### src/rtl/minimum_spanning_tree_engine_core_assert.svh
// assertion macros used by the engine solver rtl
// all macros sample on clk_i and are disabled while rst_ni is low
`ifndef MINIMUM_SPANNING_TREE_ENGINE_CORE_ASSERT_SVH
`define MINIMUM_SPANNING_TREE_ENGINE_CORE_ASSERT_SVH

// same-cycle implication
`define MSTE_ASSERT_NOW(lbl, ante, cons, msg) \
  lbl: assert property (@(posedge clk_i) disable iff (!rst_ni) (ante) |-> (cons)) \
    else $error(msg);

// next-cycle implication
`define MSTE_ASSERT_NEXT(lbl, ante, cons, msg) \
  lbl: assert property (@(posedge clk_i) disable iff (!rst_ni) (ante) |=> (cons)) \
    else $error(msg);

`endif

### src/rtl/mste_cmd_fifo.sv
// ----------------------------------------------------------------------------
// mste_cmd_fifo
// two-entry queue of run commands between loader and solver
// ----------------------------------------------------------------------------
`default_nettype none

module mste_cmd_fifo #(
  parameter int W = 8
) (
  input  wire logic         clk_i,
  input  wire logic         rst_ni,
  input  wire logic         push_i,
  input  wire logic [W-1:0] data_i,
  output logic              full_o,
  input  wire logic         pop_i,
  output logic              empty_o,
  output logic [W-1:0]      data_o
);

  logic [W-1:0] mem_q [2];
  logic       wp_q, rp_q;
  logic [1:0] cnt_q;

  assign full_o  = (cnt_q == 2'd2);
  assign empty_o = (cnt_q == 2'd0);
  assign data_o  = mem_q[rp_q];

  always_ff @(posedge clk_i) begin
    if (push_i && !full_o) mem_q[wp_q] <= data_i;
  end

  always_ff @(posedge clk_i or negedge rst_ni) begin
    if (!rst_ni) begin
      wp_q  <= 1'b0;
      rp_q  <= 1'b0;
      cnt_q <= 2'd0;
    end else begin
      if (push_i && !full_o) wp_q <= ~wp_q;
      if (pop_i && !empty_o) rp_q <= ~rp_q;
      cnt_q <= cnt_q + 2'((push_i && !full_o) ? 1 : 0) - 2'((pop_i && !empty_o) ? 1 : 0);
    end
  end

endmodule

`default_nettype wire

### config.mk
export PLATFORM = sky130hd
export DESIGN_NAME = mste_cmd_fifo
export DESIGN_NICKNAME = d
export VERILOG_FILES = /design/src/rtl/minimum_spanning_tree_engine_core_assert.svh /design/src/rtl/mste_cmd_fifo.sv
export SDC_FILE = /design/constraint.sdc
export NUM_CORES = 1
export LEC_CHECK = 0
export ABC_AREA = 0
export ABC_CLOCK_PERIOD_IN_PS = 2250
export BUFFER_PORTS_ARGS = -buffer_cell sky130_fd_sc_hd__buf_2
export CAP_MARGIN = 20
export CORE_MARGIN = 3
export CORE_UTILIZATION = 48
export DETAILED_ROUTE_END_ITERATION = 7
export GPL_TIMING_DRIVEN = 0
export PLACE_DENSITY = 0.76
export RECOVER_POWER = 100
export SLEW_MARGIN = 20
export SYNTH_ARGS = -nofsm -noshare
export SYNTH_HDL_FRONTEND = slang
export SYNTH_SLANG_ARGS = --single-unit
### constraint.sdc
create_clock -name clk_i -period 2.25 [get_ports clk_i]
set_clock_uncertainty 0.2 [all_clocks]
set_input_delay 0 -clock clk_i [delete_from_list [all_inputs] [get_ports clk_i]]
set_output_delay 0 -clock clk_i [all_outputs]
set_load 0.02 [all_outputs]
# After elaboration in Yosys (flattened, before gate mapping)
# Memory sizes are Yosys's and may differ from the RTL's.
# Index checks and enable logic that the tools add are counted.
[word_totals]
register_bits = 4
ramBits = 16
inputBits = 12
output_inout_bits = 10
wordCells = 18
mem_count = 1
[op_classes]
n_addsub = 2
eq_ne = 1
n_mux = 4
bitwise_logic = 2
n_reduce_logical = 5
[memory_table]
columns = ["memory", "words", "width", "read_ports", "rd_ports_with_merged_regs", "write_ports", "line_no", "rtl"]
rows = [
  ["mem_q", 2, 8, 1, 0, 1, "mste_cmd_fifo.sv:20", "logic [W-1:0] mem_q [2];"],
]
[ops]
columns = ["operator", "n"]
rows = [
  ["1-bit 2-to-1 mux", 4],
  ["2-bit by 1-bit adder with 2-bit output", 1],
  ["2-bit == test (second input constant)", 1],
  ["1-bit logical AND", 2],
  ["1-bit zero test", 2],
  ["2-bit zero test", 1],
  ["1-bit NOT", 2],
  ["2-bit by 1-bit subtractor with 2-bit output", 1],
]

# Depth between registers and ports, before layout
[logic_depth]
ltp_word = 6
mapped_depth = 7
ltp_nobuf = 7

# Least setup slack after synthesis
# OpenSTA, ideal clock, no wires.
[synth_timing]
path_kind = "register -> register"
start = "register cnt_q[1]"
end = "register cnt_q[1]"
setup_time_ns = 0.123
arrival_ns = 1.577
t_required_ns = 1.927
slack_ns = 0.351
stages_incl_launch_ff = 8
path_buffers = 0
period_less_slack_ns = 1.899
path_cell_list = "dfrtp_1 > nor2_1 > nor2b_2 > ha_1 > inv_1 > ha_1 > xnor2_1 > xnor2_1"
[synth_between]
elab_cells_between_ends = 10
classes_between = "2 x add/sub; 1 x eq/ne; 2 x mux; 5 x reduce/logical"
[synth_lines]
columns = ["element", "line_no", "rtl"]
rows = [
  ["start, declared", "mste_cmd_fifo.sv:22", "logic [1:0] cnt_q;"],
  ["start signal, assigned", "mste_cmd_fifo.sv:40", "cnt_q <= cnt_q + 2'((push_i && !full_o) ? 1 : 0) - 2'((pop_i && !empty_o) ? 1 : 0);"],
  ["2-bit zero test", "mste_cmd_fifo.sv:25", "assign empty_o = (cnt_q == 2'd0);"],
  ["net empty_o", "mste_cmd_fifo.sv:16", "output logic empty_o,"],
  ["1-bit zero test", "mste_cmd_fifo.sv:40", ""],
  ["1-bit logical AND", "mste_cmd_fifo.sv:40", ""],
  ["1-bit 2-to-1 mux", "mste_cmd_fifo.sv:40", ""],
  ["2-bit by 1-bit subtractor with 2-bit output", "mste_cmd_fifo.sv:40", ""],
]
# The timed path passes the listed nets, and every way through them passes these cells.
# A chain may end at the register's enable or synchronous reset.

# Worst setup path after layout
[layout_timing]
start = "register rp_q"
end = "output port data_o[1]"
[layout_between]
elab_chain_len = 1
[layout_lines]
columns = ["element", "line_no", "rtl"]
rows = [
  ["start, declared", "mste_cmd_fifo.sv:21", "logic wp_q, rp_q;"],
  ["start signal, assigned", "mste_cmd_fifo.sv:39", "if (pop_i && !empty_o) rp_q <= ~rp_q;"],
  ["memory 2 x 8 bit", "--", ""],
  ["end, declared", "mste_cmd_fifo.sv:17", "output logic [W-1:0] data_o"],
]
# Every way passes these cells.

==> run metrics <==
Comb power frac 39.6%; core footprint 1400 um^2; DR vias 449; fin nets 95; #FFs+latches synth 20; buffers added on ports 21; Fin. Hold Viols 0; CP Data Required Time 2050 ps; vias in the first global route 475; Mapped Area 776 um^2; layout cell share with drive strength beyond 1 26.3%; crit path kind reg -> out; Area Overhead vs Synth 32.6%; CTS tree done; diode count 0; chip width 46.2 um; Critical Path Start Type register; Worst Tran Pin Value 677 ps; CP max FO 9; most common cell in the netlist edfxtp_1; Yosys top cell by area edfxtp_1; synth cell count leaders 16 x edfxtp_1, 8 x mux2_2, 4 x dfrtp_1; GR Overflow Total 0; global-route wire length before repair 2080 um; setup violators final 0; GP Congestion 0.677; routed vias/inst 4.73; post-route minimum period 1790 ps; leakage 0.000402 uW; DRC 0; GRT Total Usage 15.3%; starting density of the core 55.5%; row cnt 13; post-synthesis sequential area ratio 74.8%; Ports 22; Design Power 1200 uW; synth warn 0; CP Capture Type primary output; CTS sink cnt 20; headroom to the max-slew limit 54.7%; Setup TNS Final 0 ps; Setup Fix Bufs, Post-CTS 0; max-capacitance violation count 0; fmax 0.559 GHz; switching fraction of total power 34.9%; Int Power 778 uW; antenna violations before repair 0; fin util 73.5%; VDD IR max 0.814 mV; part of the power in registers 46.5%; Max clock buf depth 2; htree depth 1; final wirelength 1310 um; root buf cell clkbuf_4; Worst-Skew Late Latency 290 ps; RSZ-0062 raised after global routing false; crit path DAT 1590 ps; Post-synth EDFFs 16; Synth cell types 13; ys flop type edfxtp_1; die area 2130 um^2; clock-pin slew on the worst setup and hold paths 100 ps; Synth Instances 43; post-route ant nets 0; die height 46.2 um; part of the cycle the worst path needs 79.5%; Min-Delay Path Class in -> reg; status finished clean; Yosys top cell area share 61.9%; synthesized area per cell 18.0 um^2; Synth Net Count 57; switching power 417 uW; clock share of power 13.9%; FFs w/ async S/R, synth 20.0%; DRT Pass-1 Iters 3; largest net degree at the start of global routing 12; power density over the cells 1160 nW/um^2; Slew Viols, Final 0; CTS Buf Count 3; largest cells by area after synthesis edfxtp_1 62%, dfrtp_1 13%, mux2_2 12%, xnor2_1 3.4%, ha_1 3.2%; DR WL/cell 13.8 um; initial DRC count 9
[worst max-delay path: stages (launching register included)]
cell      delay [ps]
dfrtp_1          330
clkbuf_1         400
mux2_2           400
clkbuf_1         170
[flip-flops by register name, indices dropped and copies added, names as in the netlist]
| signal | flops |
|---|---|
| mem_q | 16 |
| cnt_q | 2 |
| rp_q | 1 |
| wp_q | 1 |
[final timing paths]
kind	start	cells after the start	endpoint	slack (ps)
max in group asynchronous	rst_ni	3	rp_q	1260
hold reg to reg	cnt_q[1]	1	cnt_q[1]	300
setup reg to reg	cnt_q[1]	3	mem_q[0][6]	490
setup / recovery	rp_q	3	data_o[1]	460
hold / removal	data_i[4]	2	mem_q[0][4]	220
min in group asynchronous	rst_ni	3	cnt_q[1]	410
[cell usage in the layout, fill, tap and decap left out, types with 2 or more instances in the layout]
master	count
buf_2	10
clkbuf_1	13
clkbuf_4	3
dfrtp_1	4
dlygate4sd3_1	12
edfxtp_1	16
ha_1	2
inv_1	2
mux2_2	8
nor2_1	2
xnor2_1	3
[stage by stage]
| step | instances | hold WS [ps] | setup slack, ps | area, um^2 |
|---|---|---|---|---|
| 6_report | 95 | 223 | 462 | 1030 |
| 5_1_grt | 95 | 221 | 339 | 1030 |
| 4_1_cts | 95 | 214 | 489 | 1050 |
| 3_5_place_dp | 79 | -388 | 501 | 900 |
| 3_3_place_gp | 79 | -389 | 502 | 900 |
| 2_1_floorplan | 43 | -496 | 351 | 776 |
[cell type report]
class	instances	area, um^2
buffer	1	3.75
inverter	2	7.51
clock buffer	4	26.3
fill	102	370
timing repair buffer	33	211
sequential	20	581
tap	15	18.8
multi-input combinational	20	180
[power groups by stage]
stage,clock network [uW],logic [uW],registers (uW)
after floorplan,0,361,553
after global placement,0,480,560
after detailed placement,0,486,565
after CTS,173,503,557
after global routing,192,517,566
final,166,473,556
[repair_timing]
action / 4_1_cts / 5_1_grt
hold buffers: 12 / 0
endpoints found under the hold margin: 22 / 0
gates resized for setup: 0 / 0
[cell families after synthesis]
| group | Yosys count | share of synthesized area, % |
|---|---|---|
| XOR/XNOR | 4 | 4.52 |
| adder cells (fa/ha/maj) | 2 | 3.23 |
| AND/OR/NAND/NOR | 6 | 4.19 |
| buffers and inverters | 3 | 1.61 |
| multiplexers | 8 | 11.6 |
| flip-flops | 20 | 74.8 |
[layer usage]
layer / share of wire, % / global-route usage (%) / up-vias
met5: 0 / 0 / -
met4: 3.1 / 10.2 / 0
met3: 4.9 / 4.69 / 5
li1: - / - / 228
met2: 53 / 25.5 / 13
met1: 39 / 16.2 / 203
No activity file was read; power rests on OpenSTA's default activity.
