**config.mk**
```make
export PLATFORM = sky130hd
export DESIGN_NAME = mste_front_flat
export DESIGN_NICKNAME = d
export VERILOG_FILES = /design/src/rtl/minimum_spanning_tree_engine_core_assert.svh /design/src/rtl/mste_pkg.sv /design/src/rtl/mste_edge_if.sv /design/src/rtl/mste_front.sv /design/src/flat_wrapper.sv
export SDC_FILE = /design/constraint.sdc
export NUM_CORES = 1
export LEC_CHECK = 0
export ABC_AREA = 1
export BUFFER_PORTS_ARGS = -buffer_cell sky130_fd_sc_hd__buf_2
export CORE_MARGIN = 2
export CORE_UTILIZATION = 35
export CTS_CLUSTER_DIAMETER = 200
export DETAILED_ROUTE_END_ITERATION = 6
export PLACE_DENSITY = 0.65
export SETUP_SLACK_MARGIN = 0.02
export SYNTH_ARGS = -nofsm -noshare
export SYNTH_HDL_FRONTEND = slang
export SYNTH_SLANG_ARGS = --single-unit
```
**constraint.sdc**
```tcl
create_clock -name clk_i -period 4.2 [get_ports clk_i]
set_clock_uncertainty 0.15 [all_clocks]
set_input_delay 0.84 -clock clk_i [delete_from_list [all_inputs] [get_ports clk_i]]
set_output_delay 0.84 -clock clk_i [all_outputs]
set_load 0.05 [all_outputs]
```
**src/rtl/minimum_spanning_tree_engine_core_assert.svh**
```systemverilog
// assertion macros used by the engine solver rtl
// all macros sample on clk_i and are disabled while rst_ni is low
`ifndef MINIMUM_SPANNING_TREE_ENGINE_CORE_ASSERT_SVH
`define MINIMUM_SPANNING_TREE_ENGINE_CORE_ASSERT_SVH

// same-cycle implication
`define MSTE_ASSERT_NOW(lbl, ante, cons, msg) \
  lbl: assert property (@(posedge clk_i) disable iff (!rst_ni) (ante) |-> (cons)) \
    else $error(msg);

// next-cycle implication
`define MSTE_ASSERT_NEXT(lbl, ante, cons, msg) \
  lbl: assert property (@(posedge clk_i) disable iff (!rst_ni) (ante) |=> (cons)) \
    else $error(msg);

`endif

```
**src/rtl/mste_pkg.sv**
```systemverilog
// ----------------------------------------------------------------------------
// mste_pkg
// shared types and constants of the spanning tree engine
// ----------------------------------------------------------------------------
`default_nettype none

package mste_pkg;

  localparam int MAX_VERTICES  = 64;
  localparam int VTX_W         = 6;
  localparam int WEIGHT_BITS   = 16;
  localparam int VCNT_W        = 7;
  localparam int TOT_W         = 22;
  localparam int RANK_W        = 3;
  localparam int DEF_MAX_EDGES = 256;
  localparam logic [VCNT_W-1:0] VCNT_RESET = VCNT_W'(MAX_VERTICES);

  localparam logic [1:0] ST_OK           = 2'd0;
  localparam logic [1:0] ST_DISCONNECTED = 2'd1;
  localparam logic [1:0] ST_OVERFLOW     = 2'd2;
  localparam logic [1:0] ST_RANGE        = 2'd3;

  typedef struct packed {
    logic [VTX_W-1:0]       src;
    logic [VTX_W-1:0]       dst;
    logic [WEIGHT_BITS-1:0] wt;
  } edge_t;

  // what the loader learned about one graph
  typedef struct packed {
    logic [1:0]       err;
    logic [VTX_W-1:0] maxv;
  } run_info_t;

endpackage

`default_nettype wire

```
**src/rtl/mste_edge_if.sv**
```systemverilog
// ----------------------------------------------------------------------------
// mste_edge_if
// edge input channel, valid/ready
// ----------------------------------------------------------------------------
`default_nettype none

interface mste_edge_if;
  import mste_pkg::*;

  logic                   valid;
  logic                   ready;
  logic [VTX_W-1:0]       edge_source;
  logic [VTX_W-1:0]       edge_destination;
  logic [WEIGHT_BITS-1:0] edge_weight;
  logic                   last_edge;

  modport source (output valid, edge_source, edge_destination, edge_weight, last_edge,
                  input ready);
  modport sink   (input valid, edge_source, edge_destination, edge_weight, last_edge,
                  output ready);
endinterface

`default_nettype wire

```
**src/rtl/mste_front.sv**
```systemverilog
// ----------------------------------------------------------------------------
// mste_front
// edge loader: stores edges, tracks overflow and largest vertex, queues runs
// ----------------------------------------------------------------------------
`default_nettype none

module mste_front #(
  parameter int MAX_EDGES = 256,
  parameter int CW = $clog2(MAX_EDGES + 1),
  parameter int EW = $clog2(MAX_EDGES)
) (
  input  wire logic            clk_i,
  input  wire logic            rst_ni,
  mste_edge_if.sink            edge_i,
  output logic                 ewe_o,
  output logic [EW-1:0]        ewaddr_o,
  output mste_pkg::edge_t      ewdata_o,
  output logic                 push_o,
  output logic [CW-1:0]        cmd_cnt_o,
  output mste_pkg::run_info_t  cmd_info_o,
  input  wire logic            full_i,
  input  wire logic            done_i
);
  import mste_pkg::*;

  logic [CW-1:0]    cnt_q, cnt_d;
  logic [1:0]       err_q, err_d;
  logic [VTX_W-1:0] maxv_q, maxv_d;
  logic             busy_q;
  logic             xfer, room;
  logic [VTX_W-1:0] hi;

  assign edge_i.ready = !busy_q && !full_i;
  assign xfer = edge_i.valid && edge_i.ready;
  assign room = (cnt_q < CW'(MAX_EDGES));
  assign hi   = (edge_i.edge_source > edge_i.edge_destination) ?
                edge_i.edge_source : edge_i.edge_destination;

  assign ewe_o         = xfer && room;
  assign ewaddr_o      = cnt_q[EW-1:0];
  assign ewdata_o.src  = edge_i.edge_source;
  assign ewdata_o.dst  = edge_i.edge_destination;
  assign ewdata_o.wt   = edge_i.edge_weight;

  always_comb begin
    cnt_d  = cnt_q;
    err_d  = err_q;
    maxv_d = maxv_q;
    if (xfer) begin
      if (room) begin
        cnt_d = cnt_q + CW'(1);
        if (hi > maxv_q) maxv_d = hi;
      end else if (err_q == ST_OK) begin
        err_d = ST_OVERFLOW;
      end
    end
  end

  assign push_o          = xfer && edge_i.last_edge;
  assign cmd_cnt_o       = cnt_d;
  assign cmd_info_o.err  = err_d;
  assign cmd_info_o.maxv = maxv_d;

  always_ff @(posedge clk_i or negedge rst_ni) begin
    if (!rst_ni) begin
      cnt_q  <= '0;
      err_q  <= ST_OK;
      maxv_q <= '0;
      busy_q <= 1'b0;
    end else begin
      if (push_o) begin
        // graph handed over, start the next one clean
        cnt_q  <= '0;
        err_q  <= ST_OK;
        maxv_q <= '0;
        busy_q <= 1'b1;
      end else begin
        cnt_q  <= cnt_d;
        err_q  <= err_d;
        maxv_q <= maxv_d;
        if (done_i) busy_q <= 1'b0;
      end
    end
  end

endmodule

`default_nettype wire

```
**src/flat_wrapper.sv**
```systemverilog
// flat-port wrapper written by rule: the top's interface ports become plain ports
module mste_front_flat import mste_pkg::*;
#(
  parameter int MAX_EDGES = 256,
  parameter int CW = $clog2(MAX_EDGES + 1),
  parameter int EW = $clog2(MAX_EDGES)
)
  (clk_i, rst_ni, ewe_o, ewaddr_o, ewdata_o, push_o, cmd_cnt_o, cmd_info_o, full_i, done_i, edge_i_valid, edge_i_edge_source, edge_i_edge_destination, edge_i_edge_weight, edge_i_last_edge, edge_i_ready);
  mste_edge_if edge_i_i ();
  input  wire logic clk_i;
  input  wire logic rst_ni;
  output logic ewe_o;
  output logic [EW-1:0] ewaddr_o;
  output mste_pkg::edge_t ewdata_o;
  output logic push_o;
  output logic [CW-1:0] cmd_cnt_o;
  output mste_pkg::run_info_t cmd_info_o;
  input  wire logic full_i;
  input  wire logic done_i;
  input wire logic [$bits(edge_i_i.valid)-1:0] edge_i_valid;
  input wire logic [$bits(edge_i_i.edge_source)-1:0] edge_i_edge_source;
  input wire logic [$bits(edge_i_i.edge_destination)-1:0] edge_i_edge_destination;
  input wire logic [$bits(edge_i_i.edge_weight)-1:0] edge_i_edge_weight;
  input wire logic [$bits(edge_i_i.last_edge)-1:0] edge_i_last_edge;
  output wire logic [$bits(edge_i_i.ready)-1:0] edge_i_ready;
  assign edge_i_i.valid = edge_i_valid;
  assign edge_i_i.edge_source = edge_i_edge_source;
  assign edge_i_i.edge_destination = edge_i_edge_destination;
  assign edge_i_i.edge_weight = edge_i_edge_weight;
  assign edge_i_i.last_edge = edge_i_last_edge;
  assign edge_i_ready = edge_i_i.ready;
  mste_front #(.MAX_EDGES(MAX_EDGES), .CW(CW), .EW(EW)) u_core (.clk_i(clk_i), .rst_ni(rst_ni), .edge_i(edge_i_i), .ewe_o(ewe_o), .ewaddr_o(ewaddr_o), .ewdata_o(ewdata_o), .push_o(push_o), .cmd_cnt_o(cmd_cnt_o), .cmd_info_o(cmd_info_o), .full_i(full_i), .done_i(done_i));
endmodule
```
Word level (Yosys, flattened, before mapping)
Cells that the tools add are included.
{"block": "classes", "add_sub_neg": 1, "n_lt_le_gt_ge": 3, "muxes": 14, "reduce_logical": 8}
{"cell": "6-bit two-way mux", "n": 5}
{"cell": "9-bit two-way mux", "n": 3}
{"cell": "6-bit > comparator", "n": 2}
{"cell": "9-bit by 1-bit adder with 9-bit output (second input constant)", "n": 1}
{"cell": "9-bit < comparator (second input constant)", "n": 1}
{"cell": "2-bit two-way mux", "n": 4}
{"cell": "1-bit logical AND", "n": 4}
{"cell": "1-bit zero test", "n": 2}
{"cell": "2-bit zero test", "n": 1}
{"cell": "1-bit two-way mux", "n": 2}
{"cell": "2-bit nonzero test", "n": 1}
{"block": "totals", "register_bits": 18, "in_bits": 34, "wordCells": 30}

Longest topological paths before layout
{"block": "depth", "word_depth": 7, "mapped_depth": 23, "depth_no_buf": 23}

Worst setup path after synthesis
Ideal clock, no wire load.
{"block": "synth_timing", "path_type": "input -> output", "startpoint": "input port edge_i_edge_destination[5]", "endpoint": "output port cmd_info_o[0] (netlist bit)", "arrival_time_ns": 3.095, "required_ns": 3.210, "slack_ns": 0.115, "stages": 19, "path_buffers": 0, "cell_sequence": "inv_1 -> ha_1 -> nand2_1 -> nor2_1 -> nand2_1 -> nand3_1 -> nand2_1 -> nand2_1 -> nand2_1 -> ha_1 -> nand2_1 -> inv_1 -> nand2_1 -> nand2_1 -> nor2_1 -> nor2_8 -> nand3_1 -> nand2_1 -> inv_1"}
{"element": "from (decl)", "line_no": "flat_wrapper.sv:22", "text": "input wire logic [$bits(edge_i_i.edge_destination)-1:0] edge_i_edge_destination;"}
{"element": "to (decl)", "line_no": "flat_wrapper.sv:17", "text": "output mste_pkg::run_info_t cmd_info_o;"}

==> impl_metrics.yaml <==
final_layout:
  multi_input_area_um2: 1130
  fin_cells: 327
  antennaDiodeCount: 0
  fillers: 418
  area.sequential_um2: 450
  syn_to_final_growth_pct: 47.8
  layout-drive-gt1-share: 0.567
  final_nets: 324
timing:
  tightest_slew_ps: 412
  setup_viol: 0
  max_freq_mhz: 241
  rsz0062_at_grt: "true"
  maxSlewViolCount: 0
  hold_viol: 0
  fin_crit_ps: 4150
  slew_headroom: 0.726
  post-route-period-util: 0.988
  hold_ws_ps: 361
  fin_setup_tns_ps: 0
grt:
  antenna_found_initial: 0
  grt_pass1_wl_mm: 5.77
  grt_overflow_total: 0
  grt.total_usage: 0.135
  grt_max_degree: 19
  first_global_vias: 1333
synthesis:
  synth_seq_cells: 18
  ys_seq_area_frac: 0.273
  yosys.area.top_type: "dfrtp_1"
  synth_cell_types: 26
  synthesis.area_um2: 1650
  yosys_warnings: 0
  avgSynthCellArea_um2: 7.08
  syn_inst: 233
  mappedNetlistNets: 280
  yosysTopAreaCellShare: 0.273
  synthTopCellsByArea: "dfrtp_1 (27%), buf_4 (16%), nand2_1 (13%), inv_1 (10%), ha_1 (9.9%)"
worst_setup_path:
  path_class: "input pin to output pin"
  crit_end: "cmd_info_o[5]"
  r2r_setup_slack_ps: 2300
  cp-startpoint: "edge_i_edge_destination[3]"
  critPathLaunchType: "input pin"
  r2r_start: "u_core.maxv_q[5]"
  crit_required_ps: 3210
  crit_path_max_fanout: 7
  endpoint_kind: "output pin"
  crit_arrival_ps: 3160
  worst_r2r_endpoint: "u_core.maxv_q[0]"
  r2r_cells: 13
floorplan:
  rows: 24
  die_h_um: 72.7
  dieArea_um2: 5280
  die_w_um: 72.7
  ioPinCount: 90
  design.core.area_um2: 4440
  initial_core_util: 0.371
route:
  drt_first_pass_iters: 3
  vias: 1483
  wl_per_cell_um: 12.7
  ant_nets: 0
  drt_iter0_markers: 26
  drc: 0
  wl_mm: 4.16
  vias_per_cell: 4.54
clock_tree:
  cts.clk_slew.worst_paths_ps: 60
  numCtsBuffers: 3
  clockRootBuffer: "clkbuf_8"
  cts.htree.levels: 1
  insertion_delay_ps: 250
  cts_tree: "yes"
  clock_path_buffers: 2
  clock-sinks: 18
  postCtsHoldBufs: 0
power_and_ir_drop:
  clkPwrFrac: 0.092
  power.switching_w: 0.000680
  p_seq_frac: 0.190
  power_density_nw_per_um2: 532
  pwr-share-comb: 0.718
  intPower_w: 0.000617
  p_sw_frac: 0.524
  peakVddDrop_mv: 0.357
  p_leak_nw: 1.38
min_path:
  min_path_type: "input pin to asynchronous set/reset pin"
run:
  drv_cap: 0
place:
  place.detailed.hpwl_mm: 2.91
  gp_congestion: 0.808
  io_buffers: 57
  dp.cells: 321
outcome:
  outcome: "finished clean"
[worst min-delay path by stage]
stage / start / depth (start not counted) / end / slack (ps)
floorplan: u_core.err_q[0] / 2 / u_core.err_q[0] / 310
CTS: u_core.err_q[0] / 2 / u_core.err_q[0] / 370
global placement: u_core.err_q[0] / 2 / u_core.err_q[0] / 320
global route: rst_ni / 1 / u_core.cnt_q[6] / 390
detailed placement: u_core.err_q[0] / 2 / u_core.err_q[0] / 350
finish: rst_ni / 1 / u_core.cnt_q[6] / 360
[kinds of logic (layout without fill, tap and decap cells)]
family	count (synthesis)	in the layout	share of synthesized area
AOI/OAI and AO/OA	8	8	0.0258
xor gates and xnor gates	5	5	0.0311
adders and majority gates	13	13	0.0986
buffers and inverters	85	127	0.276
DFF	18	18	0.273
and+or+nand+nor	104	104	0.296
[cell usage in the layout, fill, tap and decap left out, drive strengths merged]
cell,n
xor2,3
a211oi,1
nor3,1
nand3,16
xnor2,2
and2,1
inv,46
nand3b,1
buf,77
o21ai,1
nor2,23
clkinv,1
or2,1
nand2,59
dfrtp,18
clkbuf,3
nand4,2
ha,13
a21oi,6
[layer usage]
| metal | share of wire | GRT usage | up-vias | wire, µm |
|---|---|---|---|---|
| met5 | 0 | 0 | - | 0 |
| met4 | 0.0041 | 0.0309 | 0 | 17 |
| met3 | 0.060 | 0.0180 | 4 | 251 |
| met2 | 0.54 | 0.240 | 57 | 2270 |
| met1 | 0.39 | 0.173 | 674 | 1630 |
| li1 | - | - | 748 | - |
[flip-flops by register name (all words and copies together) (netlist names)]
name           count
u_core.err_q       2
u_core.cnt_q       9
u_core.maxv_q      6
u_core.busy_q      1
[cell usage after synthesis]
master / n
nand3_1: 16
xor2_1: 2
nand2_4: 2
inv_1: 45
o21ai_0: 1
nor2_8: 2
buf_4: 36
clkbuf_1: 1
nand3b_1: 1
a211oi_1: 1
nor2_2: 2
buf_2: 1
nand4_1: 2
nor2_4: 1
dfrtp_1: 18
nor2_1: 18
xnor2_1: 2
xor2_2: 1
or2_2: 1
nand2_2: 1
nand2_1: 56
ha_1: 13
nor3_1: 1
a21oi_1: 6
inv_2: 2
and2_1: 1
[cell type report]
type	count	area share
Multi-Input combinational cell	130	0.465
Timing Repair Buffer	77	0.231
Sequential cell	18	0.185
Inverter	47	0.0754
Tap cell	52	0.0267
Clock buffer	3	0.0169
[worst max-delay path, stage by stage]
cell	delay [ps]
buf_8	80
inv_4	30
ha_4	260
nand2_4	50
nor2_4	150
nand2_2	90
nand3_4	130
nand2_8	90
nand2_4	110
nand2_4	50
ha_4	260
nand2_4	50
nor2_4	120
nand2_2	60
inv_2	60
nor2_4	50
nor2_8	170
clkinv_4	120
nand2_2	60
nand2_1	70
inv_1	80
buf_6	160
[power groups by stage]
| stage | Sequential (W) | Clock [W] | Combinational [W] |
|---|---|---|---|
| after floorplan | 0.000243 | 0 | 0.000581 |
| after global placement | 0.000249 | 0 | 0.000682 |
| after detailed placement | 0.000249 | 0 | 0.000687 |
| after CTS | 0.000246 | 0.000122 | 0.000739 |
| after global routing | 0.000253 | 0.000132 | 0.00100 |
| final | 0.000246 | 0.000119 | 0.000932 |
[through the flow]
stage / utilization / instance area, µm² / setup slack (ps) / total power, W
6_report: 0.549 / 2440 / 49.8 / 0.00130
5_1_grt: 0.549 / 2440 / -65.0 / 0.00139
4_1_cts: 0.436 / 1940 / 28.1 / 0.00111
3_5_place_dp: 0.416 / 1850 / -167 / 0.000936
3_3_place_gp: 0.416 / 1850 / -134 / 0.000931
2_1_floorplan: - / 1650 / 115 / 0.000824
[repair_timing]
| item | 4_1_cts | 5_1_grt |
|---|---|---|
| buffers inserted | 0 | 3 |
| gates resized for setup | 15 | 112 |
| pin swaps | 1 | 28 |
| endpoints found under the setup margin | 6 | 6 |
(Power assumes the default switching activity.)
